[config.mk]
export PLATFORM = sky130hd
export DESIGN_NAME = epoch_to_calendar_datetime
export DESIGN_NICKNAME = d
export VERILOG_FILES = /design/src/e2c_pkg.sv /design/src/e2c_sub.sv /design/src/epoch_to_calendar_datetime.sv
export SDC_FILE = /design/constraint.sdc
export NUM_CORES = 1
export LEC_CHECK = 0
export ABC_AREA = 1
export BUFFER_PORTS_ARGS = -buffer_cell sky130_fd_sc_hd__buf_2
export CORE_MARGIN = 4
export CORE_UTILIZATION = 25
export CTS_BUF_LIST = sky130_fd_sc_hd__clkbuf_8
export DETAILED_ROUTE_END_ITERATION = 16
export HOLD_SLACK_MARGIN = 0.06
export PLACE_DENSITY = 0.47
export SYNTH_ARGS = -nofsm -noshare
export SYNTH_HDL_FRONTEND = slang
export SYNTH_HIERARCHICAL = 1
export SYNTH_SLANG_ARGS = --single-unit
[constraint.sdc]
create_clock -name clk -period 14.95 [get_ports clk]
set_input_delay 0.7475 -clock clk [delete_from_list [all_inputs] [get_ports clk]]
set_output_delay 0.7475 -clock clk [all_outputs]
set_load 0.1 [all_outputs]
[src/e2c_pkg.sv]
// ----------------------------------------------------------------------------
// e2c_pkg
// Shared widths, constants and calendar helpers for the epoch converter.
// ----------------------------------------------------------------------------
package e2c_pkg;

  localparam int EPOCH_BITS_DEF = 32;

  // seconds remainder width: holds anything below three 400-year cycles
  localparam int REM_BITS  = 36;
  localparam int YEAR_BITS = 12;

  typedef logic [REM_BITS-1:0] rem_t;

  // seconds in one 400-year cycle of 146097 days
  localparam rem_t CYCLE_SECS = 36'd12622780800;
  // floor(2^64 / CYCLE_SECS), scales the upper 32 epoch bits to a cycle count
  localparam logic [30:0] CYCLE_RECIP =
    31'(64'hFFFF_FFFF_FFFF_FFFF / 64'd12622780800);
  // CYCLE_SECS / 128
  localparam logic [30:0] CYCLE_SECS_DIV128 = 31'd98615475;

  localparam rem_t YEAR_SECS      = 36'd31536000;
  localparam rem_t LEAP_YEAR_SECS = 36'd31622400;
  localparam rem_t DAY_SECS       = 36'd86400;
  localparam rem_t HOUR_SECS      = 36'd3600;
  localparam rem_t MINUTE_SECS    = 36'd60;

  localparam logic [YEAR_BITS-1:0] EPOCH_YEAR  = 12'd1970;
  localparam logic [YEAR_BITS-1:0] CYCLE_YEARS = 12'd400;
  // 1970 mod 400
  localparam logic [8:0] EPOCH_YEAR_MOD400     = 9'd370;

  // year mod 400 -> leap
  function automatic logic is_leap(input logic [8:0] ymod);
    return (ymod[1:0] == 2'd0) && (ymod != 9'd100) && (ymod != 9'd200) &&
           (ymod != 9'd300);
  endfunction

  // seconds in month, month coded 1..12
  function automatic rem_t month_secs(input logic [3:0] mon, input logic leap);
    rem_t s;
    case (mon)
      4'd2:                    s = leap ? 36'd2505600 : 36'd2419200;
      4'd4, 4'd6, 4'd9, 4'd11: s = 36'd2592000;
      default:                 s = 36'd2678400;
    endcase
    return s;
  endfunction

endpackage

[src/e2c_sub.sv]
// ----------------------------------------------------------------------------
// e2c_sub
// Shared subtract/compare unit: diff = a - b with borrow (a < b).
// ----------------------------------------------------------------------------
module e2c_sub (
  input  logic [e2c_pkg::REM_BITS-1:0] a,
  input  logic [e2c_pkg::REM_BITS-1:0] b,
  output logic [e2c_pkg::REM_BITS-1:0] diff,
  output logic                         borrow
);

  logic [e2c_pkg::REM_BITS:0] full;

  assign full   = {1'b0, a} - {1'b0, b};
  assign borrow = full[e2c_pkg::REM_BITS];
  assign diff   = full[e2c_pkg::REM_BITS-1:0];

endmodule

[src/epoch_to_calendar_datetime.sv]
// ----------------------------------------------------------------------------
// epoch_to_calendar_datetime
// Seconds since 1970-01-01 00:00:00 UTC to UTC calendar date and time.
// ----------------------------------------------------------------------------
// Usage:
//   Raise start with epoch_seconds while busy is low; the request is taken at
//   that edge and busy stays high until the result is out. The result
//   (year, month, day, hour, minute, second) is valid for exactly one cycle,
//   marked by done; the receiver cannot stall. Result ports are rewritten
//   while the next request is in progress.
// Sequence (start edge to done): the states QEST, QMUL and QSUB estimate
//   and remove whole 400-year cycles with one multiplier; then one shared
//   subtract/compare unit takes off, one per cycle, the leftover 400-year
//   cycles (0..2, always 0 at 32 bits), the whole years, months and days,
//   the hours and the minutes, plus one closing compare per stage.
// Throughput: one request at a time; a new one may start in the done cycle.
// Reset: rst (synchronous) returns the sequencer to idle; no results pending.
// ----------------------------------------------------------------------------
module epoch_to_calendar_datetime #(
  parameter int EPOCH_BITS = e2c_pkg::EPOCH_BITS_DEF
) (
  input  logic                  clk,
  input  logic                  rst,
  input  logic                  start,
  input  logic [EPOCH_BITS-1:0] epoch_seconds,
  output logic                  busy,
  output logic                  done,
  output logic [11:0]           year,
  output logic [3:0]            month,
  output logic [4:0]            day,
  output logic [4:0]            hour,
  output logic [5:0]            minute,
  output logic [5:0]            second
);

  localparam logic [3:0] S_IDLE  = 4'd0;
  localparam logic [3:0] S_QEST  = 4'd1;
  localparam logic [3:0] S_QMUL  = 4'd2;
  localparam logic [3:0] S_QSUB  = 4'd3;
  localparam logic [3:0] S_CYC   = 4'd4;
  localparam logic [3:0] S_YEAR  = 4'd5;
  localparam logic [3:0] S_MONTH = 4'd6;
  localparam logic [3:0] S_DAY   = 4'd7;
  localparam logic [3:0] S_HOUR  = 4'd8;
  localparam logic [3:0] S_MIN   = 4'd9;

  logic [3:0]    state;
  logic [63:0]   secs;
  logic [30:0]   cycles;
  logic [56:0]   prod;
  e2c_pkg::rem_t rem;
  logic [8:0]    ymod;

  logic [31:0]   mul_a;
  logic [30:0]   mul_b;
  logic [62:0]   mul_p;
  logic [63:0]   cyc_rem;
  e2c_pkg::rem_t sub_b;
  e2c_pkg::rem_t sub_diff;
  logic          sub_borrow;
  logic          leap;

  assign leap = e2c_pkg::is_leap(ymod);

  // cycle estimate from the upper word, then estimate times CYCLE_SECS / 128
  always_comb begin
    unique case (state)
      S_QEST: begin
        mul_a = secs[63:32];
        mul_b = e2c_pkg::CYCLE_RECIP;
      end
      S_QMUL: begin
        mul_a = {1'b0, cycles};
        mul_b = e2c_pkg::CYCLE_SECS_DIV128;
      end
      default: begin
        mul_a = '0;
        mul_b = '0;
      end
    endcase
  end

  assign mul_p = {31'd0, mul_a} * {32'd0, mul_b};

  // the estimate never exceeds the true cycle count
  assign cyc_rem = secs - {prod, 7'd0};

  always_comb begin
    unique case (state)
      S_CYC:   sub_b = e2c_pkg::CYCLE_SECS;
      S_YEAR:  sub_b = leap ? e2c_pkg::LEAP_YEAR_SECS : e2c_pkg::YEAR_SECS;
      S_MONTH: sub_b = e2c_pkg::month_secs(month, leap);
      S_DAY:   sub_b = e2c_pkg::DAY_SECS;
      S_HOUR:  sub_b = e2c_pkg::HOUR_SECS;
      S_MIN:   sub_b = e2c_pkg::MINUTE_SECS;
      default: sub_b = '0;
    endcase
  end

  e2c_sub u_sub (
    .a      (rem),
    .b      (sub_b),
    .diff   (sub_diff),
    .borrow (sub_borrow)
  );

  assign busy = (state != S_IDLE);

  always_ff @(posedge clk) begin
    if (rst) begin
      state <= S_IDLE;
      done  <= 1'b0;
    end else begin
      done <= (state == S_MIN) && sub_borrow;
      unique case (state)
        S_IDLE: begin
          if (start) begin
            secs  <= 64'(epoch_seconds);
            state <= S_QEST;
          end
        end
        S_QEST: begin
          cycles <= mul_p[62:32];
          state  <= S_QMUL;
        end
        S_QMUL: begin
          prod  <= mul_p[56:0];
          year  <= e2c_pkg::EPOCH_YEAR + 12'(cycles[11:0] * e2c_pkg::CYCLE_YEARS);
          ymod  <= e2c_pkg::EPOCH_YEAR_MOD400;
          state <= S_QSUB;
        end
        S_QSUB: begin
          rem   <= cyc_rem[e2c_pkg::REM_BITS-1:0];
          state <= S_CYC;
        end
        // estimate is short of the true 400-year count by at most two
        S_CYC: begin
          if (sub_borrow) begin
            state <= S_YEAR;
          end else begin
            rem  <= sub_diff;
            year <= year + e2c_pkg::CYCLE_YEARS;
          end
        end
        S_YEAR: begin
          if (sub_borrow) begin
            month <= 4'd1;
            state <= S_MONTH;
          end else begin
            rem  <= sub_diff;
            year <= year + 1'b1;
            ymod <= (ymod == 9'd399) ? 9'd0 : ymod + 1'b1;
          end
        end
        S_MONTH: begin
          if (sub_borrow) begin
            day   <= 5'd1;
            state <= S_DAY;
          end else begin
            rem   <= sub_diff;
            month <= month + 1'b1;
          end
        end
        S_DAY: begin
          if (sub_borrow) begin
            hour  <= 5'd0;
            state <= S_HOUR;
          end else begin
            rem <= sub_diff;
            day <= day + 1'b1;
          end
        end
        S_HOUR: begin
          if (sub_borrow) begin
            minute <= 6'd0;
            state  <= S_MIN;
          end else begin
            rem  <= sub_diff;
            hour <= hour + 1'b1;
          end
        end
        S_MIN: begin
          if (sub_borrow) begin
            second <= rem[5:0];
            state  <= S_IDLE;
          end else begin
            rem    <= sub_diff;
            minute <= minute + 1'b1;
          end
        end
        default: state <= S_IDLE;
      endcase
    end
  end

endmodule

==> results of run 1 <==
final cells by class:
class	count	share of cell area, %
clock buffers	17	0.586
repair buffers	82	1.08
inverters	1333	12.5
diodes	3	0.0188
flip-flops and latches	179	13.3
well taps	1890	5.92
multi-input cells	3200	66.1
clock inverters	15	0.401
worst paths after layout:
path                                  startpoint    endpoint  slack (ps)  depth (start not counted)
worst max-delay path                    state[1]  cycles[14]        6250                         30
worst max register to register          state[1]  cycles[14]        6250                         30
worst min register to register            rem[0]   second[0]         480                          0
worst min-delay path            epoch_seconds[1]     secs[1]         340                          1
worst register-to-register path, delay by kind of cell, from the launching register on:
kind | cells | cell delay, ps
fa+ha+maj | 9 | 4260
buf+inv | 10 | 1300
flops | 1 | 470
simple gates | 11 | 2440
cells by family (layout without fill, tap and decap cells):
group | after synthesis | count (layout) | share of synthesized area (%)
compound gates | 205 | 205 | 3.17
xor+xnor | 69 | 69 | 1.70
fa+ha+maj | 1017 | 1017 | 47.4
buf+inv | 1348 | 1447 | 14.3
flops | 179 | 179 | 14.9
other cells | 2 | 310 | 0.0211
simple gates | 1602 | 1602 | 18.5
routing by layer:
layer  track usage [%]  part of all wire [%]  up-vias
met5                 0                     0        -
met3              1.48                   3.6       63
li1                  -                     -    13600
met1              19.8                    47    13000
met4              3.15                   1.9        0
met2              23.8                    47      435
sequential cells by signal (all words and copies together) (netlist names):
signal / count
minute: 6
state: 4
cycles: 30
hour: 5
ymod: 9
day: 5
second: 6
done: 1
prod: 29
year: 12
month: 4
secs: 32
rem: 36
stage by stage:
step                instance area [um2]  hold slack [ps]  worst slack [ps]  util (%)
floorplan                         36800              426              7820         -
global placement                  39500              436              6130      27.9
detailed placement                39500              450              6170      27.9
CTS                               39900              255              6120      28.2
global route                      39900              285              5670      28.2
finish                            39900              341              6250      28.2
placed cells by master, fill, tap and decap left out, types with 3 or more instances in the layout:
cell and instances:
nand4_1 31, nand2_1 1077, conb_1 307, nor2_1 224
nor2_2 8, or2_2 9, inv_2 11, o211ai_1 4
inv_1 1322, nand3_2 5, edfxtp_1 174, ha_1 463
nor2_4 6, buf_2 74, xor2_1 49, fa_1 554
nor3_1 37, inv_6 5, o21bai_1 11, clkinv_8 4
xnor2_1 20, o21ai_1 6, and2_1 4, nand3b_1 9
buf_4 8, a31oi_1 6, nor4_1 3, o21ai_0 52
dfxtp_1 5, diode_2 3, nand2_2 9, nand3_1 168
a21oi_1 108, clkbuf_8 17
==> summary.md, run 1 <==
| Metric | Value |
|---|---|
| TritonCTS clock tree | yes |
| Share of cells above drive strength 1 | between 3 and 4% |
| Initial Utilization | between 20 and 30% |
| Yosys top cell area share | between 30% and 40% |
| Area delta synth->final | 12.1% |
| CP top delay family | adder cells |
| Drt drc | 0 |
| Crit path DAT | about 9000 ps |
| Fillers | between 15000 and 20000 |
| Routed vias | ~27000 |
| Max clock buf depth | 2 |
| Initial antenna violation count | 3 |
| Crit Path Class | reg2reg |
| Clock-pin slew on the worst setup and hold paths | about 120 ps |
| Max incr delay on CP | around 620 ps |
| Post-cts resize count | 0 |
| Worst-case clock skew | roughly 28 ps |
| Fmax | 115 MHz |
| Final period utilization | between 50 and 60% |
| Die area | between 0.1 and 0.15 mm2 |
| DPL Wire Length | between 90000 and 100000 um |
| Slew @ Worst Pin | 1070 ps |
| Largest cells by area after synthesis | fa_1, ha_1, edfxtp_1 |
| Status | finished, final reports clean |
| Overall routed net length | 103000 um |
| Placed Instances | about 6700 |
| Hold Fails Final Rpt | 0 |
| Area leader, netlist | fa_1 |
| Die Y | approximately 390 um |
| Final Max Tran Viols | 0 |
| Post-CTS Hold Buffers | 0 |
| Hold Crit Class | in2reg |
| Final Non-Filler Cells | around 6700 |
| Max_slew headroom | around 29% |
| Initial DRC Count | roughly 1500 |
| Largest net degree at the start of global routing | 48 |
| Routability cong. | 0.901 |
| Required @ worst endpoint | approximately 15000 ps |
| Root Buffer | clkbuf_8 |
| Footprint of the multi-input gates | between 0.02 and 0.03 mm2 |
| Sequential Area | between 0.005 and 0.006 mm2 |
| Top post-synthesis cells by count | inv_1, nand2_1, fa_1 |
| # IOs | 75 |
| Standard-cell rows | ~140 |
| Synth async-reset ratio | 0% |
| Iteration count of the initial detailed-routing pass | 6 |
| WP buf/inv | 10 |
| Die Wd | around 390 um |
| Mean Syn Cell Area | 8.06 um2 |
| Layout Nets | between 5000 and 6000 |
| GRT Util Overall | between 10 and 15% |
| Count leader, synth | inv_1 |
| Crit end category | flip-flop |
| Tmin final | roughly 8700 ps |
| MaxCap Viol Count | 0 |
| Post-synth cell types | 51 |
| Later-pin clock latency in the skew report | 570 ps |
| Vias in the first global route | roughly 27000 |
| H-Tree Depth | 4 |
| Number of synthesized flops with an enable pin | ~170 |
| IO buf count | 74 |
| Setup TNS | 0 ps |
| Synth Register Bits | 179 |
| Mapped Area | approximately 0.036 mm2 |
| RSZ-0062 raised after global routing | false |
| Finish-stage setup viols | 0 |
| Vias per cell | slightly above 4 |
| Sequential area share after synthesis | 14.9% |
| Setup bufs post-CTS | 0 |
| Critical Path Start Type | flip-flop |
| Core area | 0.142 mm2 |
| Main synth FF type | edfxtp_1 |
| CTS Buf Count | 17 |
| Cells after Synth | 4422 |
| Wire per inst | approximately 15 um |
| Total gr overflow | 0 |
| Antenna viol nets, final | 0 |
| Ys Warns | 6 |
| CTS sink cnt | about 180 |
| Slowest CP cell | fa_1 |
| CP max FO | 25 |
| First-pass GRT wire length | about 160000 um |
Power of run 1 is not shown: default switching activity piles up to over one toggle a cycle in this logic, so the estimate is an artifact.
==> inputs of run 2 (changes only) <==
PLACE_DENSITY = 0.48   (was 0.47)
clock period = 7.6 ns   (was 14.95 ns; I/O delays follow)
==> summary.md, run 2 (same netlist as run 1, synthesis figures left out) <==
| Metric | Value |
|---|---|
| Finish-stage setup viols | 0 |
| H-Tree Depth | 4 |
| Routed vias | between 20000 and 30000 |
| Most frequent cells in the layout | inv_1, nand2_1, fa_1, ha_1, conb_1 |
| Routability cong. | roughly 0.88 |
| Largest net degree at the start of global routing | between 40 and 50 |
| Wire per inst | between 15 and 20 um |
| DPL Wire Length | between 90000 and 100000 um |
| # IOs | 75 |
| CTS sink cnt | 179 |
| GRT Util Overall | between 10 and 15% |
| RSZ-0062 raised after global routing | true |
| Critical Path Start Type | flip-flop |
| Vias per cell | approximately 4.0 |
| Max incr delay on CP | ~550 ps |
| Crit Path Class | reg2reg |
| Drt drc | 0 |
| Layout Nets | 5972 |
| Later-pin clock latency in the skew report | between 500 and 600 ps |
| Status | finished, final reports clean |
| Crit path DAT | 7660 ps |
| Critical path depth in cells | 28 |
| CP top delay family | adder cells |
| Final period utilization | about 96% |
| Total gr overflow | 0 |
| Tmin final | ~7300 ps |
| Routed met1 length | about 48000 um |
| Share of cells above drive strength 1 | 6.08% |
| Worst-case clock skew | approximately 35 ps |
| Core area | 0.142 mm2 |
| Final Max Tran Viols | 0 |
| Largest register FFs | 36 |
| Max clock buf depth | 2 |
| Initial antenna violation count | 1 |
| Initial DRC Count | 1505 |
| TritonCTS clock tree | yes |
| Area delta synth->final | 15.2% |
| Commonest non-fill, non-tap cell in the layout | inv_1 |
| Fmax | between 100 and 150 MHz |
| Area after DPL | 0.0400 mm2 |
| Largest Register | rem |
| Root Buffer | clkbuf_8 |
| Iteration count of the initial detailed-routing pass | 5 |
| Top flop regs | rem x36, secs x32, cycles x30 |
| Crit-path most repeated cell | fa_1 |
| WP buf/inv | 9 |
| Vias in the first global route | 27700 |
| CP max FO | 13 |
| MaxCap Viol Count | 0 |
| IO buf count | 74 |
| Die Wd | approximately 390 um |
| Hold Crit Class | in2reg |
| Crit end category | flip-flop |
| Slew @ Worst Pin | around 1100 ps |
| Hold Fails Final Rpt | 0 |
| Overall routed net length | 104000 um |
| Max_slew headroom | between 20% and 30% |
| R2R depth | 28 |
| DR top layer | met4 |
| Routed wl met2 | 50300 um |
| Slowest CP cell | fa_1 |
| Standard-cell rows | between 100 and 150 |
| Required @ worst endpoint | about 7900 ps |
| Met3 wire len | between 3000 and 4000 um |
| Hold_ws | about 180 ps |
| CTS Buf Count | 17 |
| WHS Path Cells | 2 |
| Antenna viol nets, final | 0 |
| Die Y | 385 um |
| First-pass GRT wire length | 161000 um |
| Initial Utilization | around a quarter |
| Clock-pin slew on the worst setup and hold paths | between 100 and 150 ps |
| Die area | approximately 0.15 mm2 |
| Post-route cell area | slightly above 0.04 mm2 |
run 2: changes by cell type in the layout (fill, tap and decap cells not counted), moves of 5 or more:
cell           previous run  this run
dlygate4sd3_1             0        32
ha_2                      0         5
ha_1                    463       456
buf_4                     8        76
nor2_2                    8        23
nand2_2                   9        18
nor2_1                  224       207
inv_1                  1322      1310
inv_2                    11        18
nand2_1                1077      1068
run 2: area by class of cell:
class                      instances  area (um2)
clock buffer                      17         234
timing repair buffer             189        1390
sequential                       179        5330
multi-input combinational       3200       26500
inverter                        1333        5020
fill                           15600      101000
clock inverter                    15         170
tap                             1890        2360
antenna                            1        2.50
run 2: worst paths after layout:
kind / startpoint / to / slack (ps)
min: rst / state[3] / 180
min reg2reg: rem[0] / second[0] / 460
max reg2reg: state[1] / cycles[15] / 270
max: state[1] / cycles[15] / 270
run 2: per-stage QoR:
stage	setup TNS [ps]	utilization, %	cells	setup slack, ps
final	0	29.0	6824	274
after global placement	-13.9	28.3	6750	-13.9
after CTS	0	28.8	6814	8.97
after global routing	-212	29.0	6824	-43.0
after floorplan	0	-	4727	471
after detailed placement	-28.3	28.3	6750	-22.9
run 2: what timing repair did:
item,in CTS,in global routing
endpoints found under the setup margin,2,34
hold buffers,32,0
endpoints found under the hold margin,32,0
gates cloned,0,1
buffers inserted,0,8
gates resized for setup,4,56
pin swaps,0,1
run 2: worst reg2reg max path: cells and delay by family, from the launching register on:
family | cells | cell delay (ps)
flops | 1 | 360
simple gates | 10 | 1510
buf+inv | 9 | 920
fa+ha+maj | 9 | 4300
run 2: routing by layer:
layer,track usage [%],up-vias
met1,19.5,13200
li1,-,13800
met5,0,-
met2,24.6,476
met4,2.33,0
met3,1.16,51
Power of run 2 is left out for the same reason.
